### src/rtl/chr_pkg.sv
`timescale 1ns / 1ps
// ----------------------------------------------------------------------------
// chr_pkg
// Shared types and constants for the consistent-hash ring lookup core.
// ----------------------------------------------------------------------------
package chr_pkg;

  // FNV-1a 64 constants; the prime is 2^40 + 0x1b3
  localparam logic [63:0] FNV_BASIS     = 64'hcbf29ce484222325;
  localparam logic [8:0]  FNV_PRIME_LO  = 9'h1b3;
  localparam int unsigned FNV_PRIME_SHL = 40;

  // input item kinds (tuser)
  localparam logic REQ_LOAD = 1'b0;
  localparam logic REQ_KEY  = 1'b1;

  // fixed field widths
  localparam int unsigned SLOT_W   = 12;
  localparam int unsigned VALUE_W  = 32;
  localparam int unsigned HOST_W   = 8;
  localparam int unsigned BYTE_W   = 8;
  localparam int unsigned COUNT_W  = 13;
  localparam int unsigned HASH_W   = 32;
  localparam int unsigned S_DATA_W = 64;
  localparam int unsigned M_DATA_W = 40;

  typedef struct packed {
    logic fold_start;   // capture acc ^ byte and the partial product
    logic fold_finish;  // add the shifted term back into the accumulator
    logic restart;      // reload the offset basis instead
  } fnv_ctrl_t;

  typedef struct packed {
    logic start;  // load lo = 0, hi = n
    logic step;   // compare read value against the hash, narrow the range
  } srch_ctrl_t;

  typedef enum logic [4:0] {
    ST_IDLE = 5'b00001,
    ST_FOLD = 5'b00010,
    ST_SRD  = 5'b00100,
    ST_SCMP = 5'b01000,
    ST_DONE = 5'b10000
  } state_e;

endpackage

### src/rtl/chr_search.sv
`timescale 1ns / 1ps
// ----------------------------------------------------------------------------
// chr_search
// Lower-bound binary search state: range registers and the shared compare.
// ----------------------------------------------------------------------------
module chr_search
  import chr_pkg::*;
#(
  parameter int unsigned MAX_POINTS = 4096
) (
  input  logic                              clk_i,
  input  logic                              rst_ni,
  input  srch_ctrl_t                        ctrl_i,
  input  logic [$clog2(MAX_POINTS+1)-1:0]   n_i,
  input  logic [HASH_W-1:0]                 hash_i,
  input  logic [VALUE_W-1:0]                value_i,
  output logic [$clog2(MAX_POINTS)-1:0]     mid_o,
  output logic [$clog2(MAX_POINTS)-1:0]     result_o,
  output logic                              done_o
);

  localparam int unsigned CNT_W = $clog2(MAX_POINTS + 1);
  localparam int unsigned IDX_W = $clog2(MAX_POINTS);

  logic [CNT_W-1:0] lo_q, lo_d, hi_q, hi_d;
  logic [CNT_W-1:0] mid_c;

  assign mid_c = lo_q + ((hi_q - lo_q) >> 1);

  always_comb begin
    lo_d = lo_q;
    hi_d = hi_q;
    if (ctrl_i.start) begin
      lo_d = '0;
      hi_d = n_i;
    end else if (ctrl_i.step) begin
      if (value_i < hash_i) begin
        lo_d = CNT_W'(mid_c + 1'b1);
      end else begin
        hi_d = mid_c;
      end
    end
  end

  always_ff @(posedge clk_i or negedge rst_ni) begin
    if (!rst_ni) begin
      lo_q <= '0;
      hi_q <= '0;
    end else begin
      lo_q <= lo_d;
      hi_q <= hi_d;
    end
  end

  assign mid_o    = mid_c[IDX_W-1:0];
  assign done_o   = !(lo_q < hi_q);
  // past the last point wraps to slot 0
  assign result_o = (hi_q >= n_i) ? '0 : hi_q[IDX_W-1:0];

endmodule

### config.mk
export PLATFORM = sky130hd
export DESIGN_NAME = chr_search
export DESIGN_NICKNAME = d
export VERILOG_FILES = /design/src/rtl/chr_pkg.sv /design/src/rtl/chr_search.sv
export SDC_FILE = /design/constraint.sdc
export NUM_CORES = 1
export LEC_CHECK = 0
export BUFFER_PORTS_ARGS = -buffer_cell sky130_fd_sc_hd__clkbuf_2
export CORE_MARGIN = 10
export CORE_UTILIZATION = 55
export CTS_CLUSTER_DIAMETER = 120
export DETAILED_ROUTE_END_ITERATION = 12
export GPL_ROUTABILITY_DRIVEN = 0
export PLACE_DENSITY_LB_ADDON = 0.1
export RECOVER_POWER = 25
export SLEW_MARGIN = 10
export SYNTH_ARGS = -nofsm -noshare
export SYNTH_HDL_FRONTEND = slang
export SYNTH_SLANG_ARGS = --single-unit
### constraint.sdc
create_clock -name clk_i -period 6.1 [get_ports clk_i]
set_clock_uncertainty 0.05 [all_clocks]
set_input_delay 0.915 -clock clk_i [delete_from_list [all_inputs] [get_ports clk_i]]
set_output_delay 0.915 -clock clk_i [all_outputs]
set_load 0.1 [all_outputs]
==> run metrics <==
post-synthesis sequential area ratio 16.1%; via count of the routed design 3988; clock slew at reported path FFs 0.09 ns; portion of synthesized cell area occupied by the leading cell type 21.6%; data required time at the worst endpoint 5.13 ns; number of iterations in the first detailed-routing pass 4; detailed-placement wirelength estimate 9300 µm; starting density of the core 56.2%; CTS buffer count 3; H-tree lvl count 1; Fmax 178 MHz; most area-hungry cell type in the Yosys netlist sky130_fd_sc_hd__ha_1; area of the mapped netlist 4050 µm²; highest-count cells in the layout ignoring fill and taps sky130_fd_sc_hd__clkbuf_2 (104), sky130_fd_sc_hd__inv_1 (85), sky130_fd_sc_hd__ha_1 (70); y dimension of the die 106 µm; cell types occupying the most area after synthesis sky130_fd_sc_hd__ha_1 (22%), sky130_fd_sc_hd__dfrtp_1 (16%), sky130_fd_sc_hd__inv_1 (7.9%), sky130_fd_sc_hd__mux2i_1 (3.7%), sky130_fd_sc_hd__nor2_1 (3.2%); Area growth, synth to finish 14.9%; Top Family by Delay on Critical Path compound AO/OA/AOI/OAI gates; pins over their slew limit 0; overall fraction of global-route tracks in use 19.1%; Max-Cap Viols 0; maximum number of pins on one net before global-route repair 40; most frequent standard cell in the layout excluding fill and tap cells sky130_fd_sc_hd__clkbuf_2; detailed-route vias per instance 5.58; nature of the critical path endpoint primary output; count of synthesis-stage warnings from yosys 0; area of the core 7210 µm²; Mapped Cells 526; source-to-sink clock delay at the later pin of the worst-skew pair 0.27 ns; post-DR wirelength/cell 15.4 µm; worst rel slew slack 2.60%; minimum period implied by the final worst setup slack 5.62 ns; final wirelength 11000 µm; final-report setup violation count 0; critical-path cell with the highest stage delay sky130_fd_sc_hd__fa_1; worst min-delay path class reg2reg; Layout fillers 657; Fin. Hold Viols 0; boundary pin count 106; async set-or-reset flop fraction in the synthesized netlist 100%; nature of the critical path startpoint register; number of buffer and inverter stages on the critical path 3; Overflow after GRT 0; TritonCTS clock tree yes; largest driver fanout on the critical path 4; root buf cell sky130_fd_sc_hd__clkbuf_8; # rows 31; buffers inserted by post-CTS timing repair 0; vias in the first global route 3908; antenna violations before repair 0; result of the run finished clean; number of library cell types mapped by synthesis 58; post-layout util 64.5%; Die Span X 106 µm; unrepaired setup endpoints after global routing no; pin slew with the least headroom to its limit 1.46 ns; EDFF count, synth 0; post-route clock period utilization 92.1%; most used flip-flop cell after synthesis sky130_fd_sc_hd__dfrtp_1; net count after synthesis 679; Max clock buf depth 2; Diodes inserted 0; Setup TNS Final 0 ns; critical path class reg2out; 1st-iter DRT viols 237; cell chain of the critical path inv_1, ha_1, fa_1, nor2b_1, o21ai_0, a21boi_0, o21ai_0, a21boi_0, o21ai_0, and2_1, o311ai_0, ha_1, nand3_1, and3b_1, o21a_2, nor3_1, inv_1, clkbuf_2; number of synthesized register bits 26; Crit path top cell by count sky130_fd_sc_hd__o21ai_0; Post-CTS Resized 0; Post-layout nets 771; first-pass GRT wire length 18400 µm; Total Die Area 11200 µm²; total number of clock tree sinks 26; share of cells above drive strength 1 19.3%; Post-CTS Hold Buffers 0; IO Port Bufs 105; post-detailed-route count of antenna-violating nets 0; Avg Inst Size Synth 7.70 µm²; total DRC errors in the routed layout 0; highest cell delay on the worst timing path 0.40 ns; worst endpoint data arrival time 4.65 ns
==> worst paths after layout <==
check,depth (start not counted),startpoint,slack [ns],end
worst min-delay path,2,lo_q[8],0.54,lo_q[8]
worst min register to register,2,lo_q[8],0.54,lo_q[8]
worst max-delay path,18,hi_q[0],0.48,mid_o[11]
min in group asynchronous,1,rst_ni,0.92,lo_q[10]
max in group asynchronous,1,rst_ni,4.23,lo_q[7]
worst max register to register,20,hi_q[0],1.30,lo_q[12]
==> layer usage <==
metal	track usage (%)	vias to the layer above	share of wire, %
met4	3.00	0	0.72
met5	0	-	0
met1	24.8	1793	46
met3	2.68	9	5.5
met2	33.3	112	47
li1	-	2074	-
==> worst register-to-register path, cell delays in order (launching register included) <==
cell and delay [ns]:
sky130_fd_sc_hd__dfrtp_1 0.37, sky130_fd_sc_hd__inv_1 0.09, sky130_fd_sc_hd__ha_1 0.21, sky130_fd_sc_hd__fa_1 0.40
sky130_fd_sc_hd__nor2b_1 0.12, sky130_fd_sc_hd__o21ai_0 0.10, sky130_fd_sc_hd__a21boi_0 0.23, sky130_fd_sc_hd__o21ai_0 0.13
sky130_fd_sc_hd__a21boi_0 0.25, sky130_fd_sc_hd__o21ai_0 0.17, sky130_fd_sc_hd__and2_1 0.21, sky130_fd_sc_hd__o311ai_0 0.38
sky130_fd_sc_hd__ha_1 0.34, sky130_fd_sc_hd__nand3_1 0.10, sky130_fd_sc_hd__o21bai_1 0.10, sky130_fd_sc_hd__a21oi_1 0.07
sky130_fd_sc_hd__or4_1 0.50, sky130_fd_sc_hd__o221ai_1 0.15, sky130_fd_sc_hd__nor4_1 0.12, sky130_fd_sc_hd__or4_1 0.48
sky130_fd_sc_hd__a21oi_1 0.15
==> area by class of cell <==
cell class / instances / area, µm² / area share, %
clock buffer: 3 / 41.3 / 0.887
inverter: 86 / 337 / 7.23
multi-input combinational: 395 / 2970 / 63.8
sequential: 26 / 651 / 14.0
tap: 99 / 124 / 2.66
timing repair buffer: 106 / 532 / 11.4
==> Yosys cell counts, drive strengths merged (3+ instances only) <==
master,number
o21ai,31
nor3,8
a21oi,26
a21boi,5
nand2,34
nand4,11
xnor2,15
inv,85
or4,3
nor2b,7
nand3,11
nand2b,4
ha,70
o21a,5
xor2,6
dfrtp,26
o31ai,5
and2,5
a211oi,14
a21o,15
nand3b,3
nor4,15
o311ai,3
o41ai,11
buf,3
mux2i,15
nor2,35
a31oi,12
clkbuf,16
==> flip-flops by register name (all words and copies together) (netlist names) <==
name / flops
lo_q: 13
hi_q: 13
==> metrics by stage <==
step | instance area (µm²) | instances | hold WS [ns] | setup slack [ns]
2_1_floorplan | 4050 | 526 | 0.465 | -0.310
3_3_place_gp | 4610 | 712 | 0.499 | 0.938
3_5_place_dp | 4610 | 712 | 0.519 | 0.803
4_1_cts | 4660 | 715 | 0.540 | 0.498
5_1_grt | 4650 | 715 | 0.560 | 0.116
6_report | 4650 | 715 | 0.544 | 0.480
==> kinds of logic after synthesis <==
family                     share of synthesized area [%]
xor gates and xnor gates                            4.54
buffers and inverters                               10.6
DFF                                                 16.1
AOI/OAI and AO/OA                                   23.4
adders and majority gates                           22.6
muxes                                               3.71
and+or+nand+nor                                     19.0
Power is not shown: default switching activity piles up to over one toggle a cycle in this logic, so the estimate is an artifact.
