===== src/rtl/chr_pkg.sv =====
`timescale 1ns / 1ps
// ----------------------------------------------------------------------------
// chr_pkg
// Shared types and constants for the consistent-hash ring lookup core.
// ----------------------------------------------------------------------------
package chr_pkg;

  // FNV-1a 64 constants; the prime is 2^40 + 0x1b3
  localparam logic [63:0] FNV_BASIS     = 64'hcbf29ce484222325;
  localparam logic [8:0]  FNV_PRIME_LO  = 9'h1b3;
  localparam int unsigned FNV_PRIME_SHL = 40;

  // input item kinds (tuser)
  localparam logic REQ_LOAD = 1'b0;
  localparam logic REQ_KEY  = 1'b1;

  // fixed field widths
  localparam int unsigned SLOT_W   = 12;
  localparam int unsigned VALUE_W  = 32;
  localparam int unsigned HOST_W   = 8;
  localparam int unsigned BYTE_W   = 8;
  localparam int unsigned COUNT_W  = 13;
  localparam int unsigned HASH_W   = 32;
  localparam int unsigned S_DATA_W = 64;
  localparam int unsigned M_DATA_W = 40;

  typedef struct packed {
    logic fold_start;   // capture acc ^ byte and the partial product
    logic fold_finish;  // add the shifted term back into the accumulator
    logic restart;      // reload the offset basis instead
  } fnv_ctrl_t;

  typedef struct packed {
    logic start;  // load lo = 0, hi = n
    logic step;   // compare read value against the hash, narrow the range
  } srch_ctrl_t;

  typedef enum logic [4:0] {
    ST_IDLE = 5'b00001,
    ST_FOLD = 5'b00010,
    ST_SRD  = 5'b00100,
    ST_SCMP = 5'b01000,
    ST_DONE = 5'b10000
  } state_e;

endpackage


===== src/rtl/chr_fnv.sv =====
`timescale 1ns / 1ps
// ----------------------------------------------------------------------------
// chr_fnv
// FNV-1a 64 accumulator; each key byte is folded in two steps (capture, then add).
// ----------------------------------------------------------------------------
module chr_fnv
  import chr_pkg::*;
(
  input  logic              clk_i,
  input  logic              rst_ni,
  input  fnv_ctrl_t         ctrl_i,
  input  logic [BYTE_W-1:0] byte_i,
  output logic [HASH_W-1:0] hash_o
);

  logic [63:0] acc_q, acc_d;
  logic [63:0] x_q, p_q;
  logic [63:0] x_c;

  assign x_c = acc_q ^ {{(64-BYTE_W){1'b0}}, byte_i};

  // h * prime mod 2^64 = (h << 40) + h * 0x1b3
  always_ff @(posedge clk_i) begin
    if (ctrl_i.fold_start) begin
      x_q <= x_c;
      p_q <= x_c * {55'd0, FNV_PRIME_LO};
    end
  end

  always_comb begin
    acc_d = acc_q;
    if (ctrl_i.fold_finish) begin
      if (ctrl_i.restart) begin
        acc_d = FNV_BASIS;
      end else begin
        acc_d = (x_q << FNV_PRIME_SHL) + p_q;
      end
    end
  end

  always_ff @(posedge clk_i or negedge rst_ni) begin
    if (!rst_ni) begin
      acc_q <= FNV_BASIS;
    end else begin
      acc_q <= acc_d;
    end
  end

  // shifted term has no bits below 40, so the low word is the partial product
  assign hash_o = p_q[HASH_W-1:0];

endmodule


===== config.mk =====
export PLATFORM = sky130hd
export DESIGN_NAME = chr_fnv
export DESIGN_NICKNAME = d
export VERILOG_FILES = /design/src/rtl/chr_pkg.sv /design/src/rtl/chr_fnv.sv
export SDC_FILE = /design/constraint.sdc
export NUM_CORES = 1
export LEC_CHECK = 0
export ABC_AREA = 1
export BUFFER_PORTS_ARGS = -buffer_cell sky130_fd_sc_hd__buf_2
export CAP_MARGIN = 10
export CORE_MARGIN = 2
export CORE_UTILIZATION = 50
export DETAILED_ROUTE_END_ITERATION = 8
export PLACE_DENSITY = 0.72
export SLEW_MARGIN = 30
export SYNTH_ARGS = -nofsm -noshare
export SYNTH_HDL_FRONTEND = slang
export SYNTH_SLANG_ARGS = --single-unit

===== constraint.sdc =====
create_clock -name clk_i -period 5.3 [get_ports clk_i]
set_input_delay 1.59 -clock clk_i [delete_from_list [all_inputs] [get_ports clk_i]]
set_output_delay 1.59 -clock clk_i [all_outputs]
set_load 0.05 [all_outputs]

==> results of run 1 <==
[worst max-delay path: stages]
cell and delay (ns):
sky130_fd_sc_hd__buf_2 0.13, sky130_fd_sc_hd__xor2_2 0.19, sky130_fd_sc_hd__ha_2 0.37, sky130_fd_sc_hd__inv_1 0.10, sky130_fd_sc_hd__fa_1 0.61, sky130_fd_sc_hd__fa_1 0.47
sky130_fd_sc_hd__fa_1 0.56, sky130_fd_sc_hd__inv_1 0.06, sky130_fd_sc_hd__ha_1 0.36, sky130_fd_sc_hd__nand2_1 0.13, sky130_fd_sc_hd__inv_1 0.06, sky130_fd_sc_hd__nand2_1 0.10
sky130_fd_sc_hd__nand2_1 0.07, sky130_fd_sc_hd__nand2_1 0.08, sky130_fd_sc_hd__nand3_1 0.10, sky130_fd_sc_hd__nand2_1 0.13, sky130_fd_sc_hd__nand3b_1 0.09, sky130_fd_sc_hd__nand2_1 0.06
sky130_fd_sc_hd__nand2_1 0.05
[final cells by class]
cell class	count	area [um^2]
well taps	184	230
clock buffers	10	229
inverters	254	953
multi-input cells	569	4950
flip-flops and latches	64	1770
clock inverters	6	85.1
repair buffers	94	598
fillers	1269	5830
[cell usage after synthesis (all sizes together)]
| cell type | instances |
|---|---|
| fa | 90 |
| nor3 | 7 |
| a21o | 2 |
| o21ai | 11 |
| ha | 74 |
| nand4 | 10 |
| inv | 253 |
| a21oi | 29 |
| o21a | 2 |
| a22o | 21 |
| or2 | 1 |
| dfstp | 10 |
| o22a | 9 |
| dfrtp | 22 |
| clkbuf | 3 |
| clkinv | 1 |
| xor2 | 33 |
| edfxtp | 32 |
| nand2 | 190 |
| xnor2 | 9 |
| buf | 2 |
| o21bai | 4 |
| nand3 | 32 |
| nor2 | 41 |
| and2 | 1 |
| nand3b | 3 |
[per-layer routing]
metal	vias up	global-route usage [%]	share of wire, %
met4	0	8.92	2.9
li1	2913	-	-
met5	-	0	0
met1	2954	39.0	46
met3	41	5.40	7.3
met2	202	40.2	44
[cells by family (layout without fill, tap and decap cells)]
group / count (synthesis) / after routing
AND/OR/NAND/NOR: 285 / 285
buffers and inverters: 259 / 364
adder cells (fa/ha/maj): 164 / 164
AO/OA/AOI/OAI: 78 / 78
flip-flops: 64 / 64
XOR/XNOR: 42 / 42
[state kept, by name (all words and copies together) (netlist names)]
name,count
x_q,1
p_q,31
acc_q,32
[final timing paths]
kind | to | slack, ns | depth (start not counted)
max | p_q[30] | 0.09 | 19
min | acc_q[1] | 0.49 | 1
max reg2reg | p_q[29] | 0.97 | 18
min reg2reg | acc_q[1] | 0.49 | 1
max in group asynchronous | acc_q[31] | 3.70 | 1
min in group asynchronous | acc_q[4] | 1.21 | 1
[stage by stage]
| step | cell area (um^2) | util, % |
|---|---|---|
| after detailed placement | 8370 | 57.2 |
| after global placement | 8370 | 57.2 |
| after CTS | 8690 | 59.3 |
| after global routing | 8820 | 60.2 |
| final | 8820 | 60.2 |
| after floorplan | 7570 | - |
==> results.toml, run 1 <==
[timing]
skew_ns = 0.00696
hold_viol_final = 0
grt_setup_unrepaired = "true"
worst_slew_pin_slew_ns = 0.828
clock.fmax_mhz = 192
slew_viol_final = 0
timing.final.crit_share_pct = 98.4
timing.final.ws_setup_ns = 0.0867
setup_viol = 0
worst_hold_slack_ns = 0.493
final_period_demand_of_the_worst_path_ns = 5.21
tns_ns = 0
relSlewSlack_pct = 44.8

[placed_design]
place.port_buffers = 44
post-place-cells = 1165
detailedPlacementHpwl_mm = 16.2
gp_routability_congestion = 0.951
pre_cts_ws_ns = -0.238

[cts]
cts_root_buf = "sky130_fd_sc_hd__clkbuf_16"
cts_resized = 0
h-tree-depth = 3
numClockSinks = 64
tritoncts_clock_tree = "done"
numCtsBuffers = 9
worstSkewPairLatency_ns = 0.35
clk_path_buf_depth = 2
post_cts.repair.setup_buffers = 0
path_clk_slew_ns = 0.06
cts-hold-fix-buffers = 0

[synth]
synthAdderAreaFrac_pct = 36.1
synth_top_cells_by_area = "sky130_fd_sc_hd__fa_1 (24%), sky130_fd_sc_hd__edfxtp_1 (13%), sky130_fd_sc_hd__inv_1 (12%), sky130_fd_sc_hd__ha_1 (12%), sky130_fd_sc_hd__nand2_1 (9.4%)"
ys.warnings.count = 0
synth_simple_gate_area_share_pct = 15.8
yosysTopAreaCell = "sky130_fd_sc_hd__fa_1"
synth_compound_gate_area_share_pct = 6.96
synth-seq-area-share_pct = 23.4
synthCells = 892
main_combinational_cell_family_by_area_after_synthesis = "adder cells"
synth_xor_area_share_pct = 4.86
mappedNetlistArea_um2 = 7570
syn_area_per_cell_um2 = 8.48
synth.net_count = 1069
post_synth_mux_area_share_pct = 0
netlist-cell-type-count = 34
synth-seq-cells = 64
yosysTopAreaCellShare_pct = 23.8

[routing]
detail_route.vias_per_cell = 5.17
initialDrtViolationCount = 497
vias = 6110
drt_pass1_iterations = 5
wl_per_cell_um = 17.0
routed_wl_mm = 20.1
drc_errors = 0
antenna_left = 0

[layout]
mostFrequentLayoutCell = "sky130_fd_sc_hd__inv_1"
num_antenna_cells = 0
post_route_cells_drive_above_1_share_pct = 15.5
layout_common_cells = "sky130_fd_sc_hd__inv_1 (250), sky130_fd_sc_hd__nand2_1 (186), sky130_fd_sc_hd__fa_1 (90)"
finalNetCount = 1169
instances_no_fill = 1181
area_growth_from_synthesis_to_layout_pct = 16.6

[critical_path]
worstSetupPathType = "in2reg"
timing.critical_path.from_type = "input pin"
critPathCaptureType = "register"
critical_path.startpoint = "byte_i[7]"
crit_fanout = 4
crit_arrival_ns = 5.32
crit-reg2reg-launch = "acc_q[5]"
cp_data_required_time_ns = 5.41

[floorplanning]
dieHeight_um = 127
pin_count = 45
design.core.area_um2 = 14600
initial_standard_cell_utilization_of_the_core_pct = 51.7
num_rows = 44
die_width_um = 127
die_area_um2 = 16100

[global_route]
grt_pass1_vias = 6386
number_of_antenna_violations_at_the_first_check_in_global_routing = 0
global_route_wire_length_before_repair_mm = 32.9
grt_max_degree = 33
grt_util_all_layers_pct = 26.7
grt_remaining_overflow = 0

[hold_path]
hp-class = "reg2reg"
hold_path_startpoint = "p_q[1]"

[flow_run]
maxCapViolCount = 0

[outcome]
outcome = "finished, final reports clean"
Power of run 1 is left out: the tool's default activity adds up to more than one toggle a clock period on the data nets, which glitch-free logic cannot reach.
==> inputs of run 2 (changes only) <==
==> constraint.sdc (replaced) <==
create_clock -name clk_i -period 5.3 [get_ports clk_i]
set_input_delay 0.53 -clock clk_i [delete_from_list [all_inputs] [get_ports clk_i]]
set_output_delay 0.53 -clock clk_i [all_outputs]
set_load 0.05 [all_outputs]
==> run 2 against run 1 <==
Net effect: global-route usage decreased by 0.89 points; critical path type is now reg2reg; fmax up 9.5%; first-iteration DRC count is 29% lower; highest routed layer unchanged; critical endpoint is now p_q[29]; die area stayed put; critical path depth fell by 2; worst setup slack better by 0.45 ns.
==> results.toml, run 2 (same netlist as run 1, synthesis figures left out) <==
[global_route]
grt_util_all_layers_pct = 25.8
grt_remaining_overflow = 0
number_of_antenna_violations_at_the_first_check_in_global_routing = 0
grt_max_degree = 33
grt_pass1_vias = 6096
global_route_wire_length_before_repair_mm = 31.7

[critical_path]
ff2ff_path_depth = 17
timing.critical_path.from_type = "register"
cp_num_cells = 17
critical_path.cell_chain = "xor2_1 > ha_1 > xor2_1 > ha_1 > fa_1 > inv_1 > fa_1 > inv_1 > ha_1 > nand2_1 > inv_1 > a21oi_1 > nand3_1 > nand2_1 > nand3b_1 > nand2_1 > nand2_1"
critPathCaptureType = "register"
crit-reg2reg-launch = "acc_q[5]"
crit_arrival_ns = 4.87
rr_endpoint = "p_q[29]"
path_buf_inv = 3
timing.critical_path.slowest_stage_cell = "sky130_fd_sc_hd__dfstp_2"
critical-path-top-delay-family = "adder cells"
critical_path.startpoint = "acc_q[5]"
critical_path.endpoint = "p_q[29]"
max_stage_delay_ns = 0.57
worstSetupPathType = "reg2reg"
reg2reg_setup_slack_ns = 0.54
critical_path.most_common_cell = "sky130_fd_sc_hd__nand2_1"
cp_data_required_time_ns = 5.40
crit_fanout = 4

[layout]
layout_common_cells = "sky130_fd_sc_hd__inv_1 (249), sky130_fd_sc_hd__nand2_1 (189), sky130_fd_sc_hd__fa_1 (90)"
largest_register_ffs = 32
num_antenna_cells = 0
finalNetCount = 1120
largest-register = "acc_q"
biggestRegsByFlops = "acc_q: 32 flops, p_q: 31 flops, x_q: 1 flops"
post_route_cells_drive_above_1_share_pct = 8.97
area_growth_from_synthesis_to_layout_pct = 10.1
mostFrequentLayoutCell = "sky130_fd_sc_hd__inv_1"

[flow_run]
maxCapViolCount = 0

[timing]
clock.fmax_mhz = 210
tns_ns = 0
timing.final.ws_setup_ns = 0.538
relSlewSlack_pct = 36.0
worst_slew_pin_slew_ns = 0.954
timing.final.crit_share_pct = 89.8
skew_ns = 0.00945
hold_viol_final = 0
slew_viol_final = 0
setup_viol = 0
final_period_demand_of_the_worst_path_ns = 4.76
grt_setup_unrepaired = "false"

[routing]
drc_errors = 0
wl_per_cell_um = 16.8
detail_route.vias_per_cell = 5.17
initialDrtViolationCount = 352
drt_pass1_iterations = 5
vias = 5856
antenna_left = 0
routed_wl_mm = 19.1

[cts]
tritoncts_clock_tree = "done"
post_cts.repair.setup_buffers = 0
cts_resized = 0
clk_path_buf_depth = 2
h-tree-depth = 3
worstSkewPairLatency_ns = 0.35
cts-hold-fix-buffers = 0
cts_root_buf = "sky130_fd_sc_hd__clkbuf_16"
path_clk_slew_ns = 0.06
numCtsBuffers = 9
numClockSinks = 64

[floorplanning]
num_rows = 44
die_width_um = 127
dieHeight_um = 127
die_area_um2 = 16100
pin_count = 45
design.core.area_um2 = 14600
initial_standard_cell_utilization_of_the_core_pct = 51.7

[placed_design]
detailedPlacementHpwl_mm = 15.5
place.port_buffers = 44
gp_routability_congestion = 0.969
pre_cts_ws_ns = 0.504

[hold_path]
hp-class = "in2async"

[outcome]
outcome = "finished, final reports clean"
[run 2: changes by cell type in the layout (fill, tap and decap cells not counted), sizes merged]
cell	delta
buf	-49
clkbuf	-1
clkinv	+2
inv	-1
[run 2: per-stage QoR]
| step | cells | util (%) | cell area (um^2) | hold WS [ns] |
|---|---|---|---|---|
| 5_1_grt | 1132 | 56.9 | 8330 | 0.188 |
| 2_1_floorplan | 892 | - | 7570 | 0.234 |
| 4_1_cts | 1132 | 56.9 | 8330 | 0.316 |
| 3_3_place_gp | 1116 | 54.7 | 8010 | 0.470 |
| 6_report | 1132 | 56.9 | 8330 | 0.156 |
| 3_5_place_dp | 1116 | 54.7 | 8010 | 0.488 |
[run 2: how the worst min path moves through the flow]
stage	to	cells past startpoint
6_report	acc_q[4]	1
5_1_grt	acc_q[30]	1
4_1_cts	acc_q[4]	1
3_5_place_dp	acc_q[2]	1
3_3_place_gp	acc_q[3]	1
2_1_floorplan	acc_q[10]	0
[run 2: cell type report]
class | count | area (um^2)
Timing Repair Buffer | 45 | 230
Clock inverter | 7 | 96.3
Tap cell | 184 | 230
Clock buffer | 9 | 225
Fill cell | 1287 | 6310
Sequential cell | 64 | 1770
Multi-Input combinational cell | 569 | 4820
Inverter | 254 | 953
[run 2: worst reg2reg max path, cell delays in order (launching register included)]
cell                       delay (ns)
sky130_fd_sc_hd__dfstp_2         0.57
sky130_fd_sc_hd__xor2_1          0.26
sky130_fd_sc_hd__ha_1            0.32
sky130_fd_sc_hd__xor2_1          0.34
sky130_fd_sc_hd__ha_1            0.33
sky130_fd_sc_hd__fa_1            0.55
sky130_fd_sc_hd__inv_1           0.06
sky130_fd_sc_hd__fa_1            0.55
sky130_fd_sc_hd__inv_1           0.05
sky130_fd_sc_hd__ha_1            0.34
sky130_fd_sc_hd__nand2_1         0.20
sky130_fd_sc_hd__inv_1           0.08
sky130_fd_sc_hd__a21oi_1         0.25
sky130_fd_sc_hd__nand3_1         0.27
sky130_fd_sc_hd__nand2_1         0.17
sky130_fd_sc_hd__nand3b_1        0.09
sky130_fd_sc_hd__nand2_1         0.06
sky130_fd_sc_hd__nand2_1         0.04
[run 2: per-layer routing]
metal	part of all wire, %	track usage [%]	up-vias
li1	-	-	2820
met1	47	38.6	2806
met2	43	38.0	196
met3	7.0	4.10	34
met4	3.0	9.89	0
met5	0	0	-
Power of run 2 is left out for the same reason.
==> inputs of run 3 (changes only) <==
Settings changed: ABC_AREA 1 to default.
==> run 3 against run 2 <==
Net effect: die area down 4.5%; via count is 13% lower; final area down 4.0%; register-to-register slack got worse by 0.17 ns; fmax is 3.4% lower; non-clock buffer count up 4; synthesized cell count is 18% lower; global-route usage shrank 2.1 points; final cell count down 15%; clock skew grew 0.0031 ns; wire length is 13% lower; highest routed layer unchanged.
==> results.toml, run 3 <==
[outcome]
outcome = "finished, final reports clean"

[critical_path]
worstSetupPathType = "reg2reg"
critical-path-top-delay-family = "adder cells"
critical_path.startpoint = "acc_q[0]"
crit-reg2reg-launch = "acc_q[0]"
rr_endpoint = "p_q[31]"
crit_fanout = 6
timing.critical_path.from_type = "register"
crit_arrival_ns = 5.03
critical_path.cell_chain = "xor2_1 > ha_1 > inv_1 > fa_1 > inv_1 > fa_1 > inv_1 > fa_1 > inv_1 > ha_1 > a21oi_1 > nor4b_2 > o21bai_1 > buf_4 > o31ai_2 > buf_4 > xnor2_1"
max_stage_delay_ns = 0.56
cp_data_required_time_ns = 5.40
timing.critical_path.slowest_stage_cell = "sky130_fd_sc_hd__fa_1"
critical_path.most_common_cell = "sky130_fd_sc_hd__inv_1"
ff2ff_path_depth = 17
reg2reg_setup_slack_ns = 0.37
critPathCaptureType = "register"
path_buf_inv = 6

[hold_path]
hp-class = "in2async"

[synth]
netlist-cell-type-count = 52
synth-seq-area-share_pct = 24.6
post-synth-top-count-cell = "sky130_fd_sc_hd__inv_1"
synthCells = 735
ys.warnings.count = 0
most_numerous_cell_types_in_the_synthesized_netlist = "sky130_fd_sc_hd__inv_1 (203), sky130_fd_sc_hd__fa_1 (90), sky130_fd_sc_hd__ha_1 (74), sky130_fd_sc_hd__a21oi_1 (40), sky130_fd_sc_hd__o21ai_0 (37)"
synth_top_cells_by_area = "sky130_fd_sc_hd__fa_1 (25%), sky130_fd_sc_hd__edfxtp_1 (13%), sky130_fd_sc_hd__ha_1 (13%), sky130_fd_sc_hd__inv_1 (11%), sky130_fd_sc_hd__dfrtp_1 (7.6%)"
yosysTopAreaCell = "sky130_fd_sc_hd__fa_1"
syn_area_per_cell_um2 = 9.82
yosys_most_used_dff = "sky130_fd_sc_hd__edfxtp_1"
synth.net_count = 912
synth_async_sr_flop_share_pct = 50.0
yosysTopAreaCellShare_pct = 25.0
synth-edff-count = 32
synth-seq-cells = 64
mappedNetlistArea_um2 = 7220

[cts]
numCtsBuffers = 9
worstSkewPairLatency_ns = 0.35
tritoncts_clock_tree = "done"
cts_root_buf = "sky130_fd_sc_hd__clkbuf_16"
h-tree-depth = 3
clk_path_buf_depth = 2
numClockSinks = 64
path_clk_slew_ns = 0.05

[placed_design]
place.port_buffers = 44
gp_routability_congestion = 0.945
detailedPlacementHpwl_mm = 13.3

[timing]
final_period_demand_of_the_worst_path_ns = 4.93
clock.fmax_mhz = 203
grt_setup_unrepaired = "false"
timing.final.crit_share_pct = 93.0
slew_viol_final = 0
setup_viol = 0
relSlewSlack_pct = 41.6
skew_ns = 0.0125
worst_slew_pin_slew_ns = 0.876
hold_viol_final = 0
tns_ns = 0

[routing]
drt_pass1_iterations = 5
routed_wl_mm = 16.5
vias = 5104
antenna_left = 0
wl_per_cell_um = 17.1
initialDrtViolationCount = 318
drc_errors = 0
detail_route.vias_per_cell = 5.28

[layout]
multi_input_combinational_cell_area_um2 = 4630
area_growth_from_synthesis_to_layout_pct = 10.8
post_route_cells_drive_above_1_share_pct = 11.3
num_antenna_cells = 0
area.sequential_um2 = 1770
layout_common_cells = "sky130_fd_sc_hd__inv_1 (203), sky130_fd_sc_hd__fa_1 (90), sky130_fd_sc_hd__ha_1 (74)"
mostFrequentLayoutCell = "sky130_fd_sc_hd__inv_1"
largest_register_ffs = 32
biggestRegsByFlops = "acc_q: 32 flops, p_q: 31 flops, x_q: 1 flops"
filler_cell_count = 1205
finalNetCount = 958
largest-register = "acc_q"

[floorplanning]
design.core.area_um2 = 14000
dieHeight_um = 124
initial_standard_cell_utilization_of_the_core_pct = 51.6
die_area_um2 = 15400
num_rows = 43
die_width_um = 124
pin_count = 45

[global_route]
grt_pass1_vias = 5174
number_of_antenna_violations_at_the_first_check_in_global_routing = 0
global_route_wire_length_before_repair_mm = 27.1
grt_max_degree = 65
grt_util_all_layers_pct = 23.7
grt_remaining_overflow = 0

[flow_run]
maxCapViolCount = 0
==> run 3: layout make-up <==
type	instances	share of cell area (%)
Multi-Input combinational cell	454	57.9
Sequential cell	64	22.2
Inverter	203	9.53
Clock buffer	12	3.33
Timing Repair Buffer	49	3.26
Tap cell	180	2.82
Clock inverter	4	0.939
==> run 3: logic make-up after synthesis <==
group	Yosys count	share of synthesized area, %
buf+inv	217	11.3
xor+xnor	53	6.43
fa+ha+maj	164	37.8
compound gates	130	11.8
flops	64	24.6
mux	3	0.451
simple gates	104	7.65
==> run 3: worst max-delay path by stage <==
stage | to | cells after the start
floorplan | p_q[26] | 16
CTS | p_q[31] | 16
global route | p_q[31] | 17
detailed placement | p_q[31] | 19
finish | p_q[31] | 17
global placement | p_q[31] | 19
==> run 3: through the flow <==
| step | hold WS [ns] | cells | area, um^2 | setup WS, ns | util, % |
|---|---|---|---|---|---|
| 5_1_grt | 0.355 | 966 | 7990 | 0.0262 | 57.1 |
| 2_1_floorplan | 0.234 | 735 | 7220 | 0.746 | - |
| 6_report | 0.303 | 966 | 7990 | 0.371 | 57.1 |
| 3_3_place_gp | 0.490 | 950 | 7640 | 0.136 | 54.7 |
| 3_5_place_dp | 0.503 | 950 | 7650 | 0.0813 | 54.7 |
| 4_1_cts | 0.321 | 966 | 7990 | 0.280 | 57.1 |
==> run 3: metal layers <==
metal  global-route usage, %  share of wire, %  up-vias
met5                       0                 0        -
met4                    8.22               1.7        0
met3                    4.40               6.5       16
met2                    35.0                43      159
met1                    34.9                48     2502
li1                        -                 -     2427
==> run 3: repair_timing <==
item,in CTS,in global routing
buffers inserted,0,0
endpoints found under the setup margin,0,1
hold buffers,0,0
resized for setup,0,1
Power of run 3 is left out for the same reason.
